### config.mk
export PLATFORM = sky130hd
export DESIGN_NAME = fm_voice_format_converter_core
export DESIGN_NICKNAME = d
export VERILOG_FILES = /design/src/hdl/fmvc_pkg.sv /design/src/hdl/fmvc_ram.sv /design/src/hdl/fmvc_decode.sv /design/src/hdl/fmvc_convert.sv /design/src/hdl/fm_voice_format_converter_core.sv
export SDC_FILE = /design/constraint.sdc
export NUM_CORES = 2
export LEC_CHECK = 0
export ABC_AREA = 1
export ABC_CLOCK_PERIOD_IN_PS = 5100
export BUFFER_PORTS_ARGS = -buffer_cell sky130_fd_sc_hd__buf_2
export CAP_MARGIN = 20
export CORE_ASPECT_RATIO = 1.2
export CORE_MARGIN = 2
export CORE_UTILIZATION = 45
export DETAILED_ROUTE_END_ITERATION = 6
export GPL_TIMING_DRIVEN = 0
export SLEW_MARGIN = 25
export SYNTH_ARGS = -nofsm -noshare
export SYNTH_HDL_FRONTEND = slang
export SYNTH_HIERARCHICAL = 1
export SYNTH_SLANG_ARGS = --single-unit
### constraint.sdc
create_clock -name clk_i -period 5.1 [get_ports clk_i]
set_input_delay 0.765 -clock clk_i [delete_from_list [all_inputs] [get_ports clk_i]]
set_output_delay 0.765 -clock clk_i [all_outputs]
set_load 0.1 [all_outputs]
### src/hdl/fmvc_pkg.sv
// Shared types, constants and lookup tables for the FM voice format converter.
// Used by the decode, convert and top-level modules; depends on nothing.
`timescale 1ns / 1ps
`default_nettype none

package fmvc_pkg;

  // Request codes
  localparam logic REQ_WRITE = 1'b0;
  localparam logic REQ_READ  = 1'b1;

  // Packed voice store
  localparam int unsigned VOICE_DEPTH = 128;
  localparam int unsigned VOICE_AW    = 7;
  localparam logic [VOICE_AW-1:0] ADDR_ALG = 7'd40;
  localparam logic [VOICE_AW-1:0] ADDR_LFO = 7'd45;

  // Converted index layout
  localparam logic [7:0] OP_BYTES       = 8'd21;
  localparam logic [7:0] IDX_OP_END     = 8'd126;
  localparam logic [7:0] IDX_WAVE_FIRST = 8'd155;
  localparam logic [7:0] IDX_WAVE_LAST  = 8'd160;

  // Field values
  localparam logic [7:0] CAP_LEVEL     = 8'd99;
  localparam logic [7:0] CAP_TRANSPOSE = 8'd48;
  localparam logic [7:0] BREAK_DEF     = 8'd39;
  localparam logic [7:0] COARSE_DEF    = 8'd1;
  localparam logic [7:0] NAME_BLANK    = 8'd32;

  // Algorithms with a non-default operator placement
  localparam logic [2:0] ALG_MAP_B = 3'd1;
  localparam logic [2:0] ALG_MAP_C = 3'd2;

  // Envelope rescale: floor(b*99/d) = (b * 99 * ceil(2^S/d)) >> S for b < d
  localparam int unsigned SCALE_SHIFT = 17;
  localparam int unsigned SCALE_PW    = 26;
  localparam logic [20:0] SCALE_K20 = 21'(99 * (((1 << SCALE_SHIFT) + 19) / 20));
  localparam logic [20:0] SCALE_K31 = 21'(99 * (((1 << SCALE_SHIFT) + 30) / 31));
  localparam logic [20:0] SCALE_K10 = 21'(99 * (((1 << SCALE_SHIFT) + 9) / 10));
  localparam logic [20:0] SCALE_K15 = 21'(99 * (((1 << SCALE_SHIFT) + 14) / 15));

  typedef enum logic [3:0] {
    KIND_CONST,
    KIND_SCALE20,
    KIND_SCALE31,
    KIND_SCALE10,
    KIND_SCALE15,
    KIND_CAP99,
    KIND_CAP48,
    KIND_AMS,
    KIND_SENS,
    KIND_LOW3,
    KIND_COARSE,
    KIND_FINE,
    KIND_DETUNE,
    KIND_NAME,
    KIND_WAVE
  } conv_kind_e;

  // Decode stage to convert stage
  typedef struct packed {
    logic       pend;
    conv_kind_e kind;
    logic [7:0] cval;
    logic       present;
  } stage_t;

  typedef struct packed {
    logic       used;
    logic [1:0] slot;
  } op_slot_t;

  localparam logic [6:0] OP_BASE  [4] = '{7'd30, 7'd10, 7'd20, 7'd0};
  localparam logic [6:0] WAVE_SRC [4] = '{7'd80, 7'd76, 7'd78, 7'd74};
  localparam logic [7:0] ALG_CODE [8] = '{8'd0, 8'd13, 8'd7, 8'd6, 8'd4, 8'd21, 8'd30, 8'd31};
  localparam logic [7:0] LFO_WAVE [4] = '{8'd2, 8'd3, 8'd0, 8'd5};

  localparam logic [4:0] RATIO_COARSE [64] = '{
    5'd0,  5'd0,  5'd0,  5'd0,  5'd1,  5'd1,  5'd1,  5'd1,
    5'd2,  5'd2,  5'd3,  5'd2,  5'd2,  5'd4,  5'd4,  5'd3,
    5'd5,  5'd3,  5'd5,  5'd6,  5'd4,  5'd4,  5'd7,  5'd7,
    5'd5,  5'd8,  5'd8,  5'd5,  5'd9,  5'd6,  5'd7,  5'd10,
    5'd6,  5'd7,  5'd11, 5'd10, 5'd12, 5'd7,  5'd8,  5'd8,
    5'd13, 5'd8,  5'd14, 5'd10, 5'd9,  5'd15, 5'd14, 5'd9,
    5'd10, 5'd16, 5'd11, 5'd10, 5'd11, 5'd12, 5'd11, 5'd18,
    5'd13, 5'd12, 5'd20, 5'd14, 5'd13, 5'd15, 5'd14, 5'd15
  };

  localparam logic [6:0] RATIO_FINE [64] = '{
    7'd0,  7'd42, 7'd56, 7'd74, 7'd0,  7'd41, 7'd57, 7'd73,
    7'd0,  7'd41, 7'd0,  7'd57, 7'd73, 7'd0,  7'd6,  7'd57,
    7'd0,  7'd73, 7'd13, 7'd0,  7'd57, 7'd73, 7'd0,  7'd1,
    7'd57, 7'd0,  7'd6,  7'd73, 7'd0,  7'd57, 7'd41, 7'd0,
    7'd73, 7'd57, 7'd0,  7'd13, 7'd0,  7'd73, 7'd57, 7'd59,
    7'd0,  7'd73, 7'd0,  7'd41, 7'd57, 7'd0,  7'd11, 7'd73,
    7'd57, 7'd6,  7'd57, 7'd73, 7'd67, 7'd57, 7'd73, 7'd10,
    7'd57, 7'd73, 7'd6,  7'd57, 7'd73, 7'd57, 7'd73, 7'd73
  };

  // Which source operator lands on six-operator slot `target` (1..6)
  function automatic op_slot_t op_slot(input logic [2:0] alg, input logic [2:0] target);
    op_slot_t r;
    r.used = (target >= 3'd3);
    r.slot = 2'(target - 3'd3);
    if (alg == ALG_MAP_B) begin
      case (target)
        3'd3:    r.slot = 2'd2;
        3'd4:    r.slot = 2'd0;
        3'd5:    r.slot = 2'd1;
        default: r.slot = 2'd3;
      endcase
    end else if (alg == ALG_MAP_C) begin
      case (target)
        3'd3:    r.slot = 2'd0;
        3'd4:    r.slot = 2'd3;
        3'd5:    r.slot = 2'd1;
        default: r.slot = 2'd2;
      endcase
    end
    return r;
  endfunction

endpackage

`default_nettype wire

### src/hdl/fmvc_ram.sv
// Generic single-port-write, single-port-read RAM with registered read data.
// Standalone; no package dependency.
`timescale 1ns / 1ps
`default_nettype none

module fmvc_ram #(
  parameter int unsigned Width = 8,
  parameter int unsigned Depth = 128,
  localparam int unsigned AddrW = (Depth > 1) ? $clog2(Depth) : 1
) (
  input  wire logic             clk_i,
  input  wire logic             we_i,
  input  wire logic [AddrW-1:0] waddr_i,
  input  wire logic [Width-1:0] wdata_i,
  input  wire logic [AddrW-1:0] raddr_i,
  output logic      [Width-1:0] rdata_o
);

  logic [Width-1:0] mem_q [Depth];
  logic [Width-1:0] rdata_q;

  always_ff @(posedge clk_i) begin
    if (we_i) begin
      mem_q[waddr_i] <= wdata_i;
    end
    rdata_q <= mem_q[raddr_i];
  end

  assign rdata_o = rdata_q;

endmodule

`default_nettype wire

### src/hdl/fmvc_decode.sv
// Request decode: maps a converted index to one source byte address and a
// conversion kind, holds the entry-written flags and the algorithm/LFO copies.
// Depends on fmvc_pkg.
`timescale 1ns / 1ps
`default_nettype none

module fmvc_decode (
  input  wire logic                          clk_i,
  input  wire logic                          rst_ni,
  input  wire logic                          accept_i,
  input  wire logic                          req_type_i,
  input  wire logic [7:0]                    byte_index_i,
  input  wire logic [7:0]                    write_data_i,
  output logic                               ram_we_o,
  output logic      [fmvc_pkg::VOICE_AW-1:0] ram_waddr_o,
  output logic      [fmvc_pkg::VOICE_AW-1:0] ram_raddr_o,
  output fmvc_pkg::stage_t                   stage_o
);

  logic [fmvc_pkg::VOICE_DEPTH-1:0] present_q;
  logic [6:0]                       alg_byte_q;
  logic [6:0]                       lfo_byte_q;
  fmvc_pkg::stage_t                 stage_q, stage_d;

  logic                 is_read;
  logic [2:0]           alg;
  logic [2:0]           blk;
  logic [7:0]           fld_wide;
  logic [4:0]           fld;
  logic [2:0]           target;
  fmvc_pkg::op_slot_t   sel;
  logic [6:0]           base;
  logic [7:0]           wave_t;

  assign is_read     = accept_i && (req_type_i == fmvc_pkg::REQ_READ);
  assign ram_we_o    = accept_i && (req_type_i == fmvc_pkg::REQ_WRITE) && !byte_index_i[7];
  assign ram_waddr_o = byte_index_i[fmvc_pkg::VOICE_AW-1:0];
  assign alg         = alg_byte_q[2:0];

  always_comb begin
    blk = 3'd0;
    for (int n = 1; n < 6; n++) begin
      if (byte_index_i >= 8'(n * fmvc_pkg::OP_BYTES)) begin
        blk = 3'(n);
      end
    end
    fld_wide = byte_index_i - 8'({5'd0, blk} * fmvc_pkg::OP_BYTES);
    fld      = fld_wide[4:0];
    target   = 3'd6 - blk;
    wave_t   = byte_index_i - (fmvc_pkg::IDX_WAVE_FIRST - 8'd1);
    if (byte_index_i < fmvc_pkg::IDX_OP_END) begin
      sel = fmvc_pkg::op_slot(alg, target);
    end else begin
      sel = fmvc_pkg::op_slot(alg, wave_t[2:0]);
    end
    base = fmvc_pkg::OP_BASE[sel.slot];
  end

  always_comb begin
    stage_d.pend    = is_read;
    stage_d.kind    = fmvc_pkg::KIND_CONST;
    stage_d.cval    = 8'd0;
    ram_raddr_o     = '0;
    if (byte_index_i < fmvc_pkg::IDX_OP_END) begin
      if (!sel.used) begin
        // silent operator defaults
        if (fld == 5'd8) begin
          stage_d.cval = fmvc_pkg::BREAK_DEF;
        end else if (fld == 5'd18) begin
          stage_d.cval = fmvc_pkg::COARSE_DEF;
        end
      end else begin
        case (fld)
          5'd0: begin
            stage_d.kind = fmvc_pkg::KIND_SCALE20;
            ram_raddr_o  = base;
          end
          5'd1, 5'd2: begin
            stage_d.kind = fmvc_pkg::KIND_SCALE31;
            ram_raddr_o  = 7'(base + 7'(fld));
          end
          5'd3: begin
            stage_d.kind = fmvc_pkg::KIND_SCALE10;
            ram_raddr_o  = 7'(base + 7'd3);
          end
          5'd4: stage_d.cval = fmvc_pkg::CAP_LEVEL;
          5'd5: begin
            stage_d.kind = fmvc_pkg::KIND_SCALE15;
            ram_raddr_o  = 7'(base + 7'd4);
          end
          5'd8: stage_d.cval = fmvc_pkg::BREAK_DEF;
          5'd13: begin
            stage_d.kind = fmvc_pkg::KIND_AMS;
            ram_raddr_o  = 7'(base + 7'd9);
          end
          5'd14: begin
            stage_d.kind = fmvc_pkg::KIND_SENS;
            stage_d.cval = {6'd0, lfo_byte_q[3:2]};
            ram_raddr_o  = 7'(base + 7'd6);
          end
          5'd15: begin
            stage_d.kind = fmvc_pkg::KIND_LOW3;
            ram_raddr_o  = 7'(base + 7'd6);
          end
          5'd16: begin
            stage_d.kind = fmvc_pkg::KIND_CAP99;
            ram_raddr_o  = 7'(base + 7'd7);
          end
          5'd18: begin
            stage_d.kind = fmvc_pkg::KIND_COARSE;
            ram_raddr_o  = 7'(base + 7'd8);
          end
          5'd19: begin
            stage_d.kind = fmvc_pkg::KIND_FINE;
            ram_raddr_o  = 7'(base + 7'd8);
          end
          5'd20: begin
            stage_d.kind = fmvc_pkg::KIND_DETUNE;
            ram_raddr_o  = 7'(base + 7'd9);
          end
          default: stage_d.cval = 8'd0;
        endcase
      end
    end else begin
      case (byte_index_i) inside
        8'd126: begin
          stage_d.kind = fmvc_pkg::KIND_CAP99;
          ram_raddr_o  = 7'd67;
        end
        8'd127: begin
          stage_d.kind = fmvc_pkg::KIND_CAP99;
          ram_raddr_o  = 7'd68;
        end
        8'd128: stage_d.cval = fmvc_pkg::CAP_LEVEL;
        8'd129: begin
          stage_d.kind = fmvc_pkg::KIND_CAP99;
          ram_raddr_o  = 7'd69;
        end
        8'd130: begin
          stage_d.kind = fmvc_pkg::KIND_CAP99;
          ram_raddr_o  = 7'd70;
        end
        8'd131, 8'd132: begin
          stage_d.kind = fmvc_pkg::KIND_CAP99;
          ram_raddr_o  = 7'd71;
        end
        8'd133: begin
          stage_d.kind = fmvc_pkg::KIND_CAP99;
          ram_raddr_o  = 7'd72;
        end
        8'd134: stage_d.cval = fmvc_pkg::ALG_CODE[alg];
        8'd135: stage_d.cval = {5'd0, alg_byte_q[5:3]};
        8'd136: stage_d.cval = 8'd1;
        [8'd137:8'd140]: begin
          stage_d.kind = fmvc_pkg::KIND_CAP99;
          ram_raddr_o  = 7'(byte_index_i - 8'd96);
        end
        8'd141: stage_d.cval = {7'd0, alg_byte_q[6]};
        8'd142: stage_d.cval = fmvc_pkg::LFO_WAVE[lfo_byte_q[1:0]];
        8'd143: stage_d.cval = {6'd0, lfo_byte_q[6:5]};
        8'd144: begin
          stage_d.kind = fmvc_pkg::KIND_CAP48;
          ram_raddr_o  = 7'd46;
        end
        [8'd145:8'd154]: begin
          stage_d.kind = fmvc_pkg::KIND_NAME;
          ram_raddr_o  = 7'(byte_index_i - 8'd88);
        end
        [fmvc_pkg::IDX_WAVE_FIRST:fmvc_pkg::IDX_WAVE_LAST]: begin
          if (sel.used) begin
            stage_d.kind = fmvc_pkg::KIND_WAVE;
            ram_raddr_o  = fmvc_pkg::WAVE_SRC[sel.slot];
          end
        end
        default: stage_d.cval = 8'd0;
      endcase
    end
    // look up the flag of the address chosen above
    stage_d.present = present_q[ram_raddr_o];
  end

  always_ff @(posedge clk_i or negedge rst_ni) begin
    if (!rst_ni) begin
      present_q  <= '0;
      alg_byte_q <= '0;
      lfo_byte_q <= '0;
      stage_q    <= '0;
    end else begin
      stage_q <= stage_d;
      if (ram_we_o) begin
        present_q[ram_waddr_o] <= 1'b1;
        // keep copies of the bytes that steer the decode
        if (ram_waddr_o == fmvc_pkg::ADDR_ALG) begin
          alg_byte_q <= write_data_i[6:0];
        end
        if (ram_waddr_o == fmvc_pkg::ADDR_LFO) begin
          lfo_byte_q <= write_data_i[6:0];
        end
      end
    end
  end

  assign stage_o = stage_q;

endmodule

`default_nettype wire

### src/hdl/fmvc_convert.sv
// Convert stage: turns the fetched source byte into the converted voice byte
// and registers the result. Depends on fmvc_pkg.
`timescale 1ns / 1ps
`default_nettype none

module fmvc_convert (
  input  wire logic             clk_i,
  input  wire logic             rst_ni,
  input  wire fmvc_pkg::stage_t stage_i,
  input  wire logic [7:0]       rdata_i,
  output logic                  valid_o,
  output logic      [7:0]       data_o
);

  logic       valid_q;
  logic [7:0] data_q, data_d;
  logic [7:0] b;
  logic [4:0] div;
  logic [20:0] mul_k;
  logic [fmvc_pkg::SCALE_PW-1:0] prod;
  logic [7:0] scaled;

  // never-written entries read as zero
  assign b = stage_i.present ? rdata_i : 8'd0;

  always_comb begin
    case (stage_i.kind)
      fmvc_pkg::KIND_SCALE20: begin
        div   = 5'd20;
        mul_k = fmvc_pkg::SCALE_K20;
      end
      fmvc_pkg::KIND_SCALE10: begin
        div   = 5'd10;
        mul_k = fmvc_pkg::SCALE_K10;
      end
      fmvc_pkg::KIND_SCALE15: begin
        div   = 5'd15;
        mul_k = fmvc_pkg::SCALE_K15;
      end
      default: begin
        div   = 5'd31;
        mul_k = fmvc_pkg::SCALE_K31;
      end
    endcase
    prod = fmvc_pkg::SCALE_PW'(b[4:0]) * fmvc_pkg::SCALE_PW'(mul_k);
    // at or above the divisor the scaled value saturates
    if (b >= {3'd0, div}) begin
      scaled = fmvc_pkg::CAP_LEVEL;
    end else begin
      scaled = {1'b0, prod[fmvc_pkg::SCALE_SHIFT +: 7]};
    end
  end

  always_comb begin
    case (stage_i.kind)
      fmvc_pkg::KIND_CONST:   data_d = stage_i.cval;
      fmvc_pkg::KIND_SCALE20,
      fmvc_pkg::KIND_SCALE31,
      fmvc_pkg::KIND_SCALE10,
      fmvc_pkg::KIND_SCALE15: data_d = scaled;
      fmvc_pkg::KIND_CAP99:
        data_d = (b > fmvc_pkg::CAP_LEVEL) ? fmvc_pkg::CAP_LEVEL : b;
      fmvc_pkg::KIND_CAP48:
        data_d = (b > fmvc_pkg::CAP_TRANSPOSE) ? fmvc_pkg::CAP_TRANSPOSE : b;
      fmvc_pkg::KIND_AMS:     data_d = {6'd0, b[4:3]};
      fmvc_pkg::KIND_SENS:    data_d = b[6] ? stage_i.cval : 8'd0;
      fmvc_pkg::KIND_LOW3:    data_d = {5'd0, b[2:0]};
      fmvc_pkg::KIND_COARSE:  data_d = {3'd0, fmvc_pkg::RATIO_COARSE[b[5:0]]};
      fmvc_pkg::KIND_FINE:    data_d = {1'b0, fmvc_pkg::RATIO_FINE[b[5:0]]};
      fmvc_pkg::KIND_DETUNE:  data_d = {5'd0, b[2:0]} + 8'd4;
      fmvc_pkg::KIND_NAME:
        data_d = ({1'b0, b[6:0]} >= fmvc_pkg::NAME_BLANK) ? {1'b0, b[6:0]}
                                                          : fmvc_pkg::NAME_BLANK;
      fmvc_pkg::KIND_WAVE:    data_d = {5'd0, b[6:4]};
      default:                data_d = 8'd0;
    endcase
  end

  always_ff @(posedge clk_i or negedge rst_ni) begin
    if (!rst_ni) begin
      valid_q <= 1'b0;
    end else begin
      valid_q <= stage_i.pend;
    end
  end

  always_ff @(posedge clk_i) begin
    data_q <= data_d;
  end

  assign valid_o = valid_q;
  assign data_o  = data_q;

endmodule

`default_nettype wire

### src/hdl/fm_voice_format_converter_core.sv
// Top level of the FM voice format converter: decode, voice RAM and convert.
// Depends on fmvc_pkg, fmvc_ram, fmvc_decode and fmvc_convert.
// A read item shows read_valid_o for one cycle, after accept.
// Throughput: one item per cycle; busy stays low, the receiver cannot stall.
// Between accept and the result lie the registered voice RAM read and the result register.
// Reset clears the written-entry flags, so every stored voice byte reads as zero.
`timescale 1ns / 1ps
`default_nettype none

module fm_voice_format_converter_core (
  input  wire logic       clk_i,
  input  wire logic       rst_ni,
  input  wire logic       start,
  output logic            busy,
  input  wire logic       req_type_i,
  input  wire logic [7:0] byte_index_i,
  input  wire logic [7:0] write_data_i,
  output logic            read_valid_o,
  output logic      [7:0] read_data_o
);

  logic                          accept;
  logic                          ram_we;
  logic [fmvc_pkg::VOICE_AW-1:0] ram_waddr;
  logic [fmvc_pkg::VOICE_AW-1:0] ram_raddr;
  logic [7:0]                    ram_rdata;
  fmvc_pkg::stage_t              stage;

  assign busy   = 1'b0;
  assign accept = start && !busy;

  fmvc_decode u_decode (
    .clk_i        (clk_i),
    .rst_ni       (rst_ni),
    .accept_i     (accept),
    .req_type_i   (req_type_i),
    .byte_index_i (byte_index_i),
    .write_data_i (write_data_i),
    .ram_we_o     (ram_we),
    .ram_waddr_o  (ram_waddr),
    .ram_raddr_o  (ram_raddr),
    .stage_o      (stage)
  );

  fmvc_ram #(
    .Width (8),
    .Depth (fmvc_pkg::VOICE_DEPTH)
  ) u_ram (
    .clk_i   (clk_i),
    .we_i    (ram_we),
    .waddr_i (ram_waddr),
    .wdata_i (write_data_i),
    .raddr_i (ram_raddr),
    .rdata_o (ram_rdata)
  );

  fmvc_convert u_convert (
    .clk_i   (clk_i),
    .rst_ni  (rst_ni),
    .stage_i (stage),
    .rdata_i (ram_rdata),
    .valid_o (read_valid_o),
    .data_o  (read_data_o)
  );

  // A read item yields a result once through the RAM read and result registers.
  a_read_result : assert property (@(posedge clk_i) disable iff (!rst_ni)
    accept && (req_type_i == fmvc_pkg::REQ_READ) |-> ##2 read_valid_o)
    else $error("read item produced no result");

  // A write item yields no result.
  a_write_silent : assert property (@(posedge clk_i) disable iff (!rst_ni)
    accept && (req_type_i == fmvc_pkg::REQ_WRITE) |-> ##2 !read_valid_o)
    else $error("write item produced a result");

  // Reads past the waveform range return zero.
  a_out_of_range : assert property (@(posedge clk_i) disable iff (!rst_ni)
    accept && (req_type_i == fmvc_pkg::REQ_READ) &&
    (byte_index_i > fmvc_pkg::IDX_WAVE_LAST) |-> ##2 (read_data_o == 8'd0))
    else $error("out-of-range read returned nonzero data");

  // Waveform reads stay within three bits.
  a_wave_range : assert property (@(posedge clk_i) disable iff (!rst_ni)
    accept && (req_type_i == fmvc_pkg::REQ_READ) &&
    (byte_index_i >= fmvc_pkg::IDX_WAVE_FIRST) |-> ##2 (read_data_o[7:3] == 5'd0))
    else $error("waveform read out of range");

endmodule

`default_nettype wire

==> impl_metrics.json <==
{
  "total_power_uw": 29100,
  "cts.reportedPaths.clkPinSlew_ns": 0.06,
  "cpMostUsedCell": "nand2_2",
  "grt_most_used_layer": "met2",
  "r2r-start": "u_ram/rdata_o[3]",
  "postLayoutSetupSlackWorst_ns": -0.852,
  "synth_warnings": 6,
  "die_x_um": 325,
  "drive_gt1_frac": 0.168,
  "slew_violations": 0,
  "finalInstanceArea_um2": 65900,
  "startpoint_type": "primary input",
  "p_leak_uw": 0.0259,
  "synth_top_family_by_area": "simple AND/OR/NAND/NOR gates",
  "worstPathRequired_ns": 5.78,
  "grt_pass1_wl_mm": 269,
  "use_met1": 0.396,
  "netlist-cell-type-count": 69,
  "die_height_um": 389,
  "preCtsSetupSlack_ns": -3.38,
  "met2_usage": 0.457,
  "die-area_um2": 127000,
  "synth-seq-cells": 1195,
  "hold_viol": 0,
  "hp-class": "in -> reg",
  "synthCells": 5424,
  "pin_count": 30,
  "area_growth_pct": 18.4,
  "grt.total_usage": 0.290,
  "fmaxAchievable_ghz": 0.168,
  "grt_pass1_vias": 39812,
  "htreeDepth": 3,
  "coreArea_um2": 123000,
  "synth-compound-area-share": 0.0397,
  "cts_buffers": 119,
  "nets": 5805,
  "cp_max_fo": 10,
  "ys.flop_type": "edfxtp_1",
  "tightest_slew_ns": 1.23,
  "end_kind": "flop",
  "path_class": "in -> reg",
  "clock_path_buffers": 3,
  "async_flop_share": 0.130,
  "timing.final.crit_period_ns": 5.95,
  "startpoint": "byte_index_i[1]",
  "yosysSeqAreaShare": 0.627,
  "critPathMaxStageDelay_ns": 0.44,
  "synthMuxAreaShare": 0.000202,
  "globalplace.congestion": 0.955,
  "postPlaceCellArea_um2": 58700,
  "violations": "design-rule violations, negative setup slack",
  "setup_viol": 9,
  "irDropWorstVdd_uv": 461,
  "fillCellCount": 10762,
  "slowest_stage": "fa_1",
  "rsz0062_at_grt": "yes",
  "syn-cell-area_um2": 55700,
  "synthSimpleGateAreaFrac": 0.239,
  "antenna_found_initial": 5,
  "antennaDiodeCount": 0,
  "slew_headroom": 0.174,
  "cts_root_buffer": "clkbuf_16",
  "min_from": "start",
  "wl_per_cell_um": 25.4,
  "status": "complete, but fails checks",
  "maxCapViolations": 0,
  "vias": 42599,
  "hpwl_mm": 128,
  "cts_tree": "yes",
  "synth_adder_area_share": 0.0379,
  "critPathArrivalTime_ns": 6.64,
  "insertion_delay_ns": 0.75,
  "fin_crit_sh": 1.17,
  "drt_iter0_drc": 5093,
  "final_core_util": 0.536,
  "start_util": 0.453,
  "rows": 141,
  "worst_hold_slack_ns": 0.221,
  "finalClockSkew_ns": 0.0297,
  "via_per_inst": 5.76,
  "cts_sinks": 1195,
  "drt_first_pass_iters": 7,
  "grt.met3_usage": 0.0427,
  "postRouteAntennaNets": 0,
  "drt_wl_total_mm": 188,
  "avgSynthCellArea_um2": 10.3,
  "synth_edf_count": 1024,
  "grt_overflow": 0,
  "grt_max_degree": 98,
  "synthXorXnorAreaFrac": 0.00294,
  "drc": 1,
  "powerDensity_nw_per_um2": 442,
  "io_buffers": 28
}
==> metrics by stage <==
stage / TNS [ns] / cells
6_report: -7.06 / 7397
5_1_grt: -8.14 / 7397
4_1_cts: -4.99 / 7380
3_5_place_dp: -30.10 / 7109
3_3_place_gp: -169.03 / 7097
2_1_floorplan: -7.89 / 5425
==> sequential cells by signal (all words and copies together), names as in the netlist <==
| name | count |
|---|---|
| u_decode/alg_byte_q | 7 |
| u_decode/present_q | 128 |
| u_convert/valid_o | 1 |
| u_ram/rdata_o | 8 |
| u_ram/mem_q | 1024 |
| u_convert/data_o | 8 |
| u_decode/lfo_byte_q | 6 |
| u_decode/stage_o | 13 |
==> worst paths after layout <==
kind | cells past startpoint | end | slack [ns]
worst max-delay path | 40 | u_ram/rdata_o[6] | -0.85
worst min-delay path | 3 | u_decode/stage_o[13] | 0.22
worst max register to register | 21 | u_convert/data_o[6] | 0.29
worst min register to register | 0 | u_convert/valid_o | 0.35
max in group asynchronous | 3 | u_decode/stage_o[11] | 3.93
min in group asynchronous | 2 | u_decode/present_q[119] | 0.49
==> where the power goes <==
| part | leakage (µW) | switching [µW] | internal, µW | total (µW) |
|---|---|---|---|---|
| Clock | 0.00204 | 3840 | 5440 | 9280 |
| Combinational | 0.0126 | 6150 | 2890 | 9040 |
| Sequential | 0.0112 | 72.6 | 10700 | 10800 |
| Total | 0.0259 | 10100 | 19100 | 29100 |
==> layout make-up <==
| class | instances | area [µm²] | area share |
|---|---|---|---|
| inverter | 336 | 1340 | 0.0204 |
| tap | 1644 | 2060 | 0.0312 |
| sequential | 1195 | 35000 | 0.530 |
| multi-input combinational | 3601 | 19500 | 0.295 |
| timing repair buffer | 104 | 1260 | 0.0191 |
| clock inverter | 74 | 936 | 0.0142 |
| buffer | 293 | 2710 | 0.0410 |
| clock buffer | 150 | 3220 | 0.0488 |
==> cells in the final DEF (no fill, tap or decap), drive strengths merged, types with 13 or more instances in the layout <==
cell type  instances
clkinv            48
a21oi             57
o211ai            13
o31ai             15
bufinv            19
ha                79
clkbuf           209
dfxtp             16
inv              336
nor3              27
edfxtp          1024
fa                56
o21bai            70
nand3           1110
nand4             19
dfrtp            155
nor2             276
buf              335
o21ai            136
nand2           1650
==> what timing repair did <==
action / CTS / global route
gates cloned: 7 / 6
endpoints found under the setup margin: 10 / 14
hold buffers: 1 / 0
hold endpoints to repair: 36 / 0
pin swaps: 42 / 32
gates resized for setup: 403 / 187
buffers inserted: 41 / 17
==> Yosys cell counts (3+ instances only) <==
| cell | count | area share |
|---|---|---|
| o221ai_1 | 3 | 0.00047 |
| clkbuf_1 | 52 | 0.0035 |
| nor2_4 | 4 | 0.00081 |
| a221oi_1 | 4 | 0.00063 |
| nand3_2 | 4 | 0.00072 |
| nand2_1 | 1624 | 0.11 |
| buf_1 | 15 | 0.0010 |
| inv_2 | 25 | 0.0017 |
| nand3_1 | 1106 | 0.099 |
| a21oi_1 | 55 | 0.0049 |
| buf_4 | 50 | 0.0067 |
| dfrtp_1 | 155 | 0.070 |
| buf_2 | 150 | 0.013 |
| o2111ai_1 | 7 | 0.0011 |
| a211oi_1 | 6 | 0.00081 |
| nand2_2 | 19 | 0.0021 |
| o22ai_1 | 4 | 0.00045 |
| o31ai_1 | 14 | 0.0019 |
| o311ai_0 | 3 | 0.00047 |
| ha_1 | 79 | 0.018 |
| xnor2_1 | 4 | 0.00063 |
| xor2_1 | 11 | 0.0017 |
| a31oi_1 | 7 | 0.00079 |
| edfxtp_1 | 1024 | 0.55 |
| dfxtp_1 | 16 | 0.0058 |
| o21ai_1 | 21 | 0.0019 |
| nor4_1 | 6 | 0.00067 |
| o211ai_1 | 13 | 0.0018 |
| fa_1 | 56 | 0.020 |
| nand4_1 | 18 | 0.0020 |
| inv_1 | 307 | 0.021 |
| nand2_4 | 7 | 0.0014 |
| a31o_2 | 12 | 0.0019 |
| buf_6 | 26 | 0.0053 |
| nor2_1 | 272 | 0.018 |
| o21ai_0 | 113 | 0.010 |
| nor3_1 | 26 | 0.0023 |
| o21bai_1 | 70 | 0.0094 |
==> kinds of logic (layout without fill, tap and decap cells) <==
| family | Yosys count | after routing |
|---|---|---|
| buffers and inverters | 629 | 957 |
| XOR/XNOR | 17 | 17 |
| multiplexers | 1 | 1 |
| other | 2 | 3 |
| adder cells (fa/ha/maj) | 135 | 135 |
| flip-flops | 1195 | 1195 |
| AO/OA/AOI/OAI | 349 | 349 |
| AND/OR/NAND/NOR | 3096 | 3096 |
==> critical path, delay by kind of cell <==
family | cells | cell delay (ns)
xor+xnor | 1 | 0.18
compound gates | 2 | 0.18
simple gates | 20 | 2.25
buf+inv | 11 | 1.38
fa+ha+maj | 6 | 1.84
==> per-layer routing <==
layer  vias up  part of all wire
met5         -           0.00023
met4         6             0.048
met3       405             0.091
met2      2170              0.46
met1     20948              0.40
li1      19070                 -
Note: power is estimated with default switching activity, not from simulation.
